### config.mk
export PLATFORM = sky130hd
export DESIGN_NAME = thdc_ctrl
export DESIGN_NICKNAME = d
export VERILOG_FILES = /design/src/rtl/thdc_pkg.sv /design/src/rtl/thdc_ctrl.sv
export SDC_FILE = /design/constraint.sdc
export NUM_CORES = 1
export LEC_CHECK = 0
export BUFFER_PORTS_ARGS = -buffer_cell sky130_fd_sc_hd__clkbuf_2
export CORE_ASPECT_RATIO = 2
export CORE_MARGIN = 5
export CORE_UTILIZATION = 50
export DETAILED_ROUTE_END_ITERATION = 7
export PLACE_DENSITY_LB_ADDON = 0.3
export SLEW_MARGIN = 20
export SYNTH_ARGS = -nofsm -noshare
export SYNTH_HDL_FRONTEND = slang
export SYNTH_SLANG_ARGS = --single-unit
### constraint.sdc
create_clock -name clk -period 3.3 [get_ports clk]
set_input_delay 0.165 -clock clk [delete_from_list [all_inputs] [get_ports clk]]
set_output_delay 0.165 -clock clk [all_outputs]
set_load 0.01 [all_outputs]
### src/rtl/thdc_pkg.sv
// ----------------------------------------------------------------------------
// thdc_pkg
// Types, constants and codes shared by the track to hit distance cut.
// ----------------------------------------------------------------------------
package thdc_pkg;

	localparam int COORD_BITS   = 24;
	localparam int STN_W        = 3;
	localparam int SCORE_BITS   = 23;
	localparam int MAX_HITS_DEF = 256;
	localparam int NUM_STN_DEF  = 5;
	localparam logic [SCORE_BITS-1:0] SCORE_MAX = {SCORE_BITS{1'b1}};

	typedef enum logic [1:0] {
		OP_LOAD  = 2'd0,
		OP_TRACK = 2'd1,
		OP_END   = 2'd2,
		OP_NONE  = 2'd3
	} op_t;

	typedef enum logic [1:0] {
		ST_SCORED   = 2'd0,
		ST_NO_TRACK = 2'd1,
		ST_NO_PLANE = 2'd2,
		ST_OVERFLOW = 2'd3
	} status_t;

	localparam logic CFG_THRESH = 1'b0;
	localparam logic CFG_MODE   = 1'b1;

	typedef enum logic [1:0] {
		DS_STATION = 2'd0,
		DS_AVG_V   = 2'd1,
		DS_AVG_H   = 2'd2
	} div_src_t;

	typedef enum logic [3:0] {
		S_IDLE,
		S_WALK,
		S_DRAIN,
		S_DSEL,
		S_DWAIT,
		S_AVGV,
		S_AVGVW,
		S_AVGHW,
		S_MERGE
	} state_t;

	typedef struct packed {
		op_t                          op;
		logic                         hit_vertical;
		logic [STN_W-1:0]             hit_station;
		logic                         hit_usable;
		logic signed [COORD_BITS-1:0] coord_0;
		logic signed [COORD_BITS-1:0] coord_1;
		logic signed [COORD_BITS-1:0] coord_2;
		logic signed [COORD_BITS-1:0] coord_3;
		logic signed [COORD_BITS-1:0] coord_4;
		logic signed [COORD_BITS-1:0] coord_5;
	} item_t;

	typedef struct packed {
		logic [SCORE_BITS-1:0] event_score;
		logic                  passed;
		status_t               status;
	} result_t;

	typedef struct packed {
		logic             hit_wr;
		logic             trk_start;
		logic             rd_en;
		logic             div_go;
		div_src_t         div_src;
		logic             sel_h;
		logic [STN_W-1:0] sel_idx;
		logic             set_fail;
		logic             merge;
		logic             end_evt;
	} cmd_t;

	typedef struct packed {
		logic event_failed;
		logic pipe_busy;
		logic div_done;
		logic seen_sel;
		logic no_plane;
		logic res_pend;
	} sts_t;

endpackage

### src/rtl/thdc_ctrl.sv
// ----------------------------------------------------------------------------
// thdc_ctrl
// Sequencer: accepts items, walks the hit store, runs divisions and merge.
// ----------------------------------------------------------------------------
module thdc_ctrl import thdc_pkg::*; #(
	parameter int MAX_HITS     = MAX_HITS_DEF,
	parameter int NUM_STATIONS = NUM_STN_DEF,
	parameter int AW           = (MAX_HITS > 1) ? $clog2(MAX_HITS) : 1,
	parameter int CW           = $clog2(MAX_HITS + 1)
) (
	input  logic          clk,
	input  logic          arst_n,
	input  logic          item_valid,
	input  op_t           op,
	input  logic          result_stall,
	input  logic [CW-1:0] hit_count,
	input  sts_t          sts,
	output logic          item_stall,
	output cmd_t          cmd,
	output logic [AW-1:0] rd_addr
);

	state_t           state_q, state_d;
	logic [CW-1:0]    idx_q, idx_d;
	logic [STN_W-1:0] sidx_q, sidx_d;
	logic             h_q, h_d;
	logic             accept;

	assign item_stall = (state_q != S_IDLE) || (op == OP_END && sts.res_pend && result_stall);
	assign accept     = item_valid && !item_stall;
	assign rd_addr    = idx_q[AW-1:0];

	always_ff @(posedge clk or negedge arst_n) begin
		if (!arst_n) begin
			state_q <= S_IDLE;
			idx_q   <= '0;
			sidx_q  <= '0;
			h_q     <= 1'b0;
		end else begin
			state_q <= state_d;
			idx_q   <= idx_d;
			sidx_q  <= sidx_d;
			h_q     <= h_d;
		end
	end

	always_comb begin
		state_d = state_q;
		idx_d   = idx_q;
		sidx_d  = sidx_q;
		h_d     = h_q;
		cmd     = '0;
		cmd.div_src = DS_STATION;
		cmd.sel_h   = h_q;
		cmd.sel_idx = sidx_q;
		case (state_q)
			S_IDLE: begin
				if (accept) begin
					case (op)
						OP_LOAD:  cmd.hit_wr = 1'b1;
						OP_END:   cmd.end_evt = 1'b1;
						OP_TRACK: begin
							if (!sts.event_failed) begin
								cmd.trk_start = 1'b1;
								idx_d   = '0;
								state_d = S_WALK;
							end
						end
						default: ;
					endcase
				end
			end
			S_WALK: begin
				if (idx_q == hit_count) begin
					state_d = S_DRAIN;
				end else begin
					cmd.rd_en = 1'b1;
					idx_d     = idx_q + CW'(1);
				end
			end
			S_DRAIN: begin
				if (!sts.pipe_busy) begin
					sidx_d  = '0;
					h_d     = 1'b0;
					state_d = S_DSEL;
				end
			end
			S_DSEL, S_DWAIT: begin
				if (state_q == S_DSEL && sts.seen_sel) begin
					cmd.div_go = 1'b1;
					state_d    = S_DWAIT;
				end else if (state_q == S_DSEL || sts.div_done) begin
					state_d = S_DSEL;
					if (sidx_q == STN_W'(NUM_STATIONS - 1)) begin
						sidx_d = '0;
						h_d    = 1'b1;
						if (h_q)
							state_d = S_AVGV;
					end else begin
						sidx_d = sidx_q + STN_W'(1);
					end
				end
			end
			S_AVGV: begin
				if (sts.no_plane) begin
					cmd.set_fail = 1'b1;
					state_d      = S_IDLE;
				end else begin
					cmd.div_go  = 1'b1;
					cmd.div_src = DS_AVG_V;
					state_d     = S_AVGVW;
				end
			end
			S_AVGVW: begin
				if (sts.div_done) begin
					cmd.div_go  = 1'b1;
					cmd.div_src = DS_AVG_H;
					state_d     = S_AVGHW;
				end
			end
			S_AVGHW: begin
				if (sts.div_done)
					state_d = S_MERGE;
			end
			S_MERGE: begin
				cmd.merge = 1'b1;
				state_d   = S_IDLE;
			end
			default: state_d = S_IDLE;
		endcase
	end

	a_stall_busy: assert property (@(posedge clk) disable iff (!arst_n)
		(state_q != S_IDLE) |-> item_stall)
		else $error("item taken while sequencer busy");

	a_read_in_walk: assert property (@(posedge clk) disable iff (!arst_n)
		cmd.rd_en |-> (state_q == S_WALK) && (idx_q < hit_count))
		else $error("hit store read outside walk");

	a_track_start: assert property (@(posedge clk) disable iff (!arst_n)
		cmd.trk_start |=> (state_q == S_WALK) && (idx_q == '0))
		else $error("track did not start a walk");

endmodule

==> flow_summary_export.csv <==
group,metric,value,unit
clocking,cts_buffer_depth,2,
synthesis,synth-seq-cells,17,
clocking,post_cts_buffers,0,
synthesis,netlist_top_cells_count,"dfrtp_1 (17), a21oi_1 (12), nor2_1 (12)",
floorplan,start_util,0.507,
pwr,power_frac_clock,0.147,
floorplan,core_area,2700,µm²
setup_path,r2r_start,"state_q[0]$_DFFE_PN0P_",
detailed_routing,first_pass_iters,4,
setup_path,path_class,"flip-flop to flip-flop",
outcome,status,"completed",
grt,grt_pass1_vias,1386,
pwr,p_leak,0.774,nW
finish,fin_nets,218,
synthesis,synth_edf_count,0,
clocking,clock_latency,0.25,ns
synthesis,synthCells,163,
clocking,holdBufCountCts,1,
synthesis,yosys_warnings,0,
grt,grt.total_usage,0.198,
synthesis,synth_top_area_frac,0.311,
setup_path,slowest_stage,"dfrtp_1",
floorplan,die_h,84.0,µm
detailed_routing,ant_nets,0,
setup_path,arrival,2.40,ns
placement,place_congestion,0.805,
synthesis,synth_area,1370,µm²
synthesis,ys.flop_type,"dfrtp_1",
clocking,numCtsBuffers,3,
timing,finClkSkew,0.00493,ns
detailed_routing,wire_per_inst,15.8,µm
finish,diodes,0,
setup_path,cpPeakStageDelay,0.58,ns
finish,drive_gt1_frac,0.259,
clocking,cts_root_buf,"clkbuf_8",
floorplan,die_x,47.0,µm
clocking,cts_sinks,17,
pwr,powerDensity,684,nW/µm²
synthesis,yosysTopAreaCell,"dfrtp_1",
timing,fmax,0.440,GHz
setup_path,path_cells,"nand2b_1 -> or3_1 -> a31oi_4 -> nor2_2 -> a221o_1",
min_path,min_path_type,"primary input to flip-flop",
synthesis,ys_async_sr_fraction,1.00,
timing,tightest_slew,0.507,ns
grt,grt_max_degree,19,
clocking,cts.clk_slew.worst_paths,0.07,ns
timing,setup_ws,1.03,ns
setup_path,start_kind,"flip-flop",
detailed_routing,vias,1331,
synthesis,syn_area_per_cell,8.41,µm²
pwr,ir_drop,0.000414,V
grt,antenna_found_initial,0,
detailed_routing,routed_wl,3.52,mm
pwr,power.share.sequential,0.350,
pwr,switching_share,0.457,
finish,design_area,1570,µm²
floorplan,die-area,3950,µm²
synthesis,synthDistinctLibCells,43,
pwr,p_int,0.585,mW
setup_path,cp-startpoint,"state_q[0]$_DFFE_PN0P_",
finish,fin_util,0.582,
job,maxCapViolCount,0,
synthesis,synth_most_common_cell,"dfrtp_1",
synthesis,synth_area_leaders,"dfrtp_1 (31%), xor2_1 (5.8%), buf_4 (4.9%)",
grt,overflow,0,
clocking,post_cts_resized,0,
finish,nFillCells,267,
floorplan,ioPinCount,43,
timing,slew-limit-headroom,0.662,
detailed_routing,vias_per_cell,6.00,
min_path,worstHoldStart,"sts[4]",
timing,final-setup-viol-count,0,
setup_path,crit_path_end_kind,"flip-flop",
placement,port_buffers,42,
detailed_routing,drt_iter0_drc,24,
timing,layout_min_cycle_time,2.27,ns
synthesis,yosysSeqAreaShare,0.311,
placement,place_area,1520,µm²
timing,drv_slew,0,
clocking,htree_levels,1,
finish,syn_to_final_growth,14.8,%
synthesis,syn_nets,187,
placement,place_ws,1.09,ns
pwr,combPwrFrac,0.504,
grt,grt_pass1_wl,5.90,mm
setup_path,critPathRequiredTime,3.43,ns
placement,dp_hpwl,2.82,mm
timing,rsz0062_at_grt,"no",
timing,fin_crit_sh,0.689,
detailed_routing,drc_errors,0,
timing,setup-tns-final,0,ns
floorplan,row_count,27,
setup_path,crit_fanout,14,
timing,timing_hold_violations_final,0,
clocking,cts_tree,"done",
pwr,switchingPower,0.491,mW
## flip-flops by register name, summed over array words and instances (netlist names)
| register | count |
|---|---|
| sidx_q | 3 |
| state_q | 4 |
| h_q | 1 |
| idx_q | 9 |
## layout make-up
| type | count | area (µm²) | share of cell area |
|---|---|---|---|
| flip-flops and latches | 17 | 425 | 0.270 |
| clock buffers | 4 | 45.0 | 0.0286 |
| well taps | 29 | 36.3 | 0.0231 |
| multi-input cells | 122 | 820 | 0.521 |
| inverters | 7 | 26.3 | 0.0167 |
| repair buffers | 43 | 220 | 0.140 |
## placed cells by master, fill, tap and decap left out, types with 2 or more instances in the layout
| cell type | n |
|---|---|
| nor2b_1 | 3 |
| o21ai_1 | 2 |
| or3_1 | 3 |
| nor3_1 | 5 |
| o2bb2ai_1 | 5 |
| nor3b_1 | 4 |
| nor2_1 | 12 |
| nand3b_1 | 2 |
| inv_1 | 6 |
| ha_1 | 3 |
| a32oi_1 | 2 |
| nand3_1 | 9 |
| nand2_1 | 5 |
| and3_1 | 7 |
| clkbuf_8 | 3 |
| nand2b_1 | 5 |
| xor2_1 | 9 |
| and2_1 | 4 |
| a21oi_1 | 12 |
| nor4_1 | 3 |
| dfrtp_1 | 17 |
| o21ai_0 | 5 |
| mux2_1 | 2 |
| a221o_1 | 4 |
| clkbuf_2 | 42 |
## cell families (layout without fill, tap and decap cells)
logic type               after synthesis  count (layout)  synth area share
multiplexers                           4               4            0.0320
buffers and inverters                 24              54            0.0913
AND/OR/NAND/NOR                       70              70             0.294
AO/OA/AOI/OAI                         36              36             0.187
adder cells (fa/ha/maj)                3               3            0.0274
XOR/XNOR                               9               9            0.0575
flip-flops                            17              17             0.311
## worst paths after layout
kind / to / slack, ns / cells after the start
min in group asynchronous: state_q[2]$_DFFE_PN0P_ / 0.39 / 2
min: h_q$_DFFE_PN0P_ / 0.18 / 3
max in group asynchronous: idx_q[3]$_DFFE_PN0P_ / 2.59 / 2
max: idx_q[2]$_DFFE_PN0P_ / 1.03 / 5
max reg2reg: idx_q[2]$_DFFE_PN0P_ / 1.03 / 5
min reg2reg: sidx_q[0]$_DFFE_PN0P_ / 0.55 / 1
## metal layers
metal	share of wire	track usage	vias to the layer above
li1	-	-	647
met1	0.35	0.197	626
met2	0.56	0.364	48
met3	0.060	0.0324	10
met4	0.029	0.0831	0
met5	0	0	-
## worst max-delay path: cells and delay by family, from the launching register on
family	cells	cell delay, ns
AND/OR/NAND/NOR	3	0.88
AO/OA/AOI/OAI	2	0.68
flip-flops	1	0.58
## through the flow
stage          power, mW  hold WS [ns]  instances
2_1_floorplan      0.794        -0.131        163
3_3_place_gp       0.896         0.119        217
3_5_place_dp       0.918         0.132        217
4_1_cts             1.08         0.185        222
5_1_grt             1.17         0.201        222
6_report            1.08         0.182        222
## power by group through the flow
stage | Sequential [mW] | Combinational, mW | Clock, mW
6_report | 0.376 | 0.542 | 0.158
5_1_grt | 0.389 | 0.610 | 0.169
4_1_cts | 0.373 | 0.545 | 0.160
3_5_place_dp | 0.377 | 0.541 | 0
3_3_place_gp | 0.373 | 0.524 | 0
2_1_floorplan | 0.317 | 0.477 | 0
No activity file was read; power rests on OpenSTA's default activity.
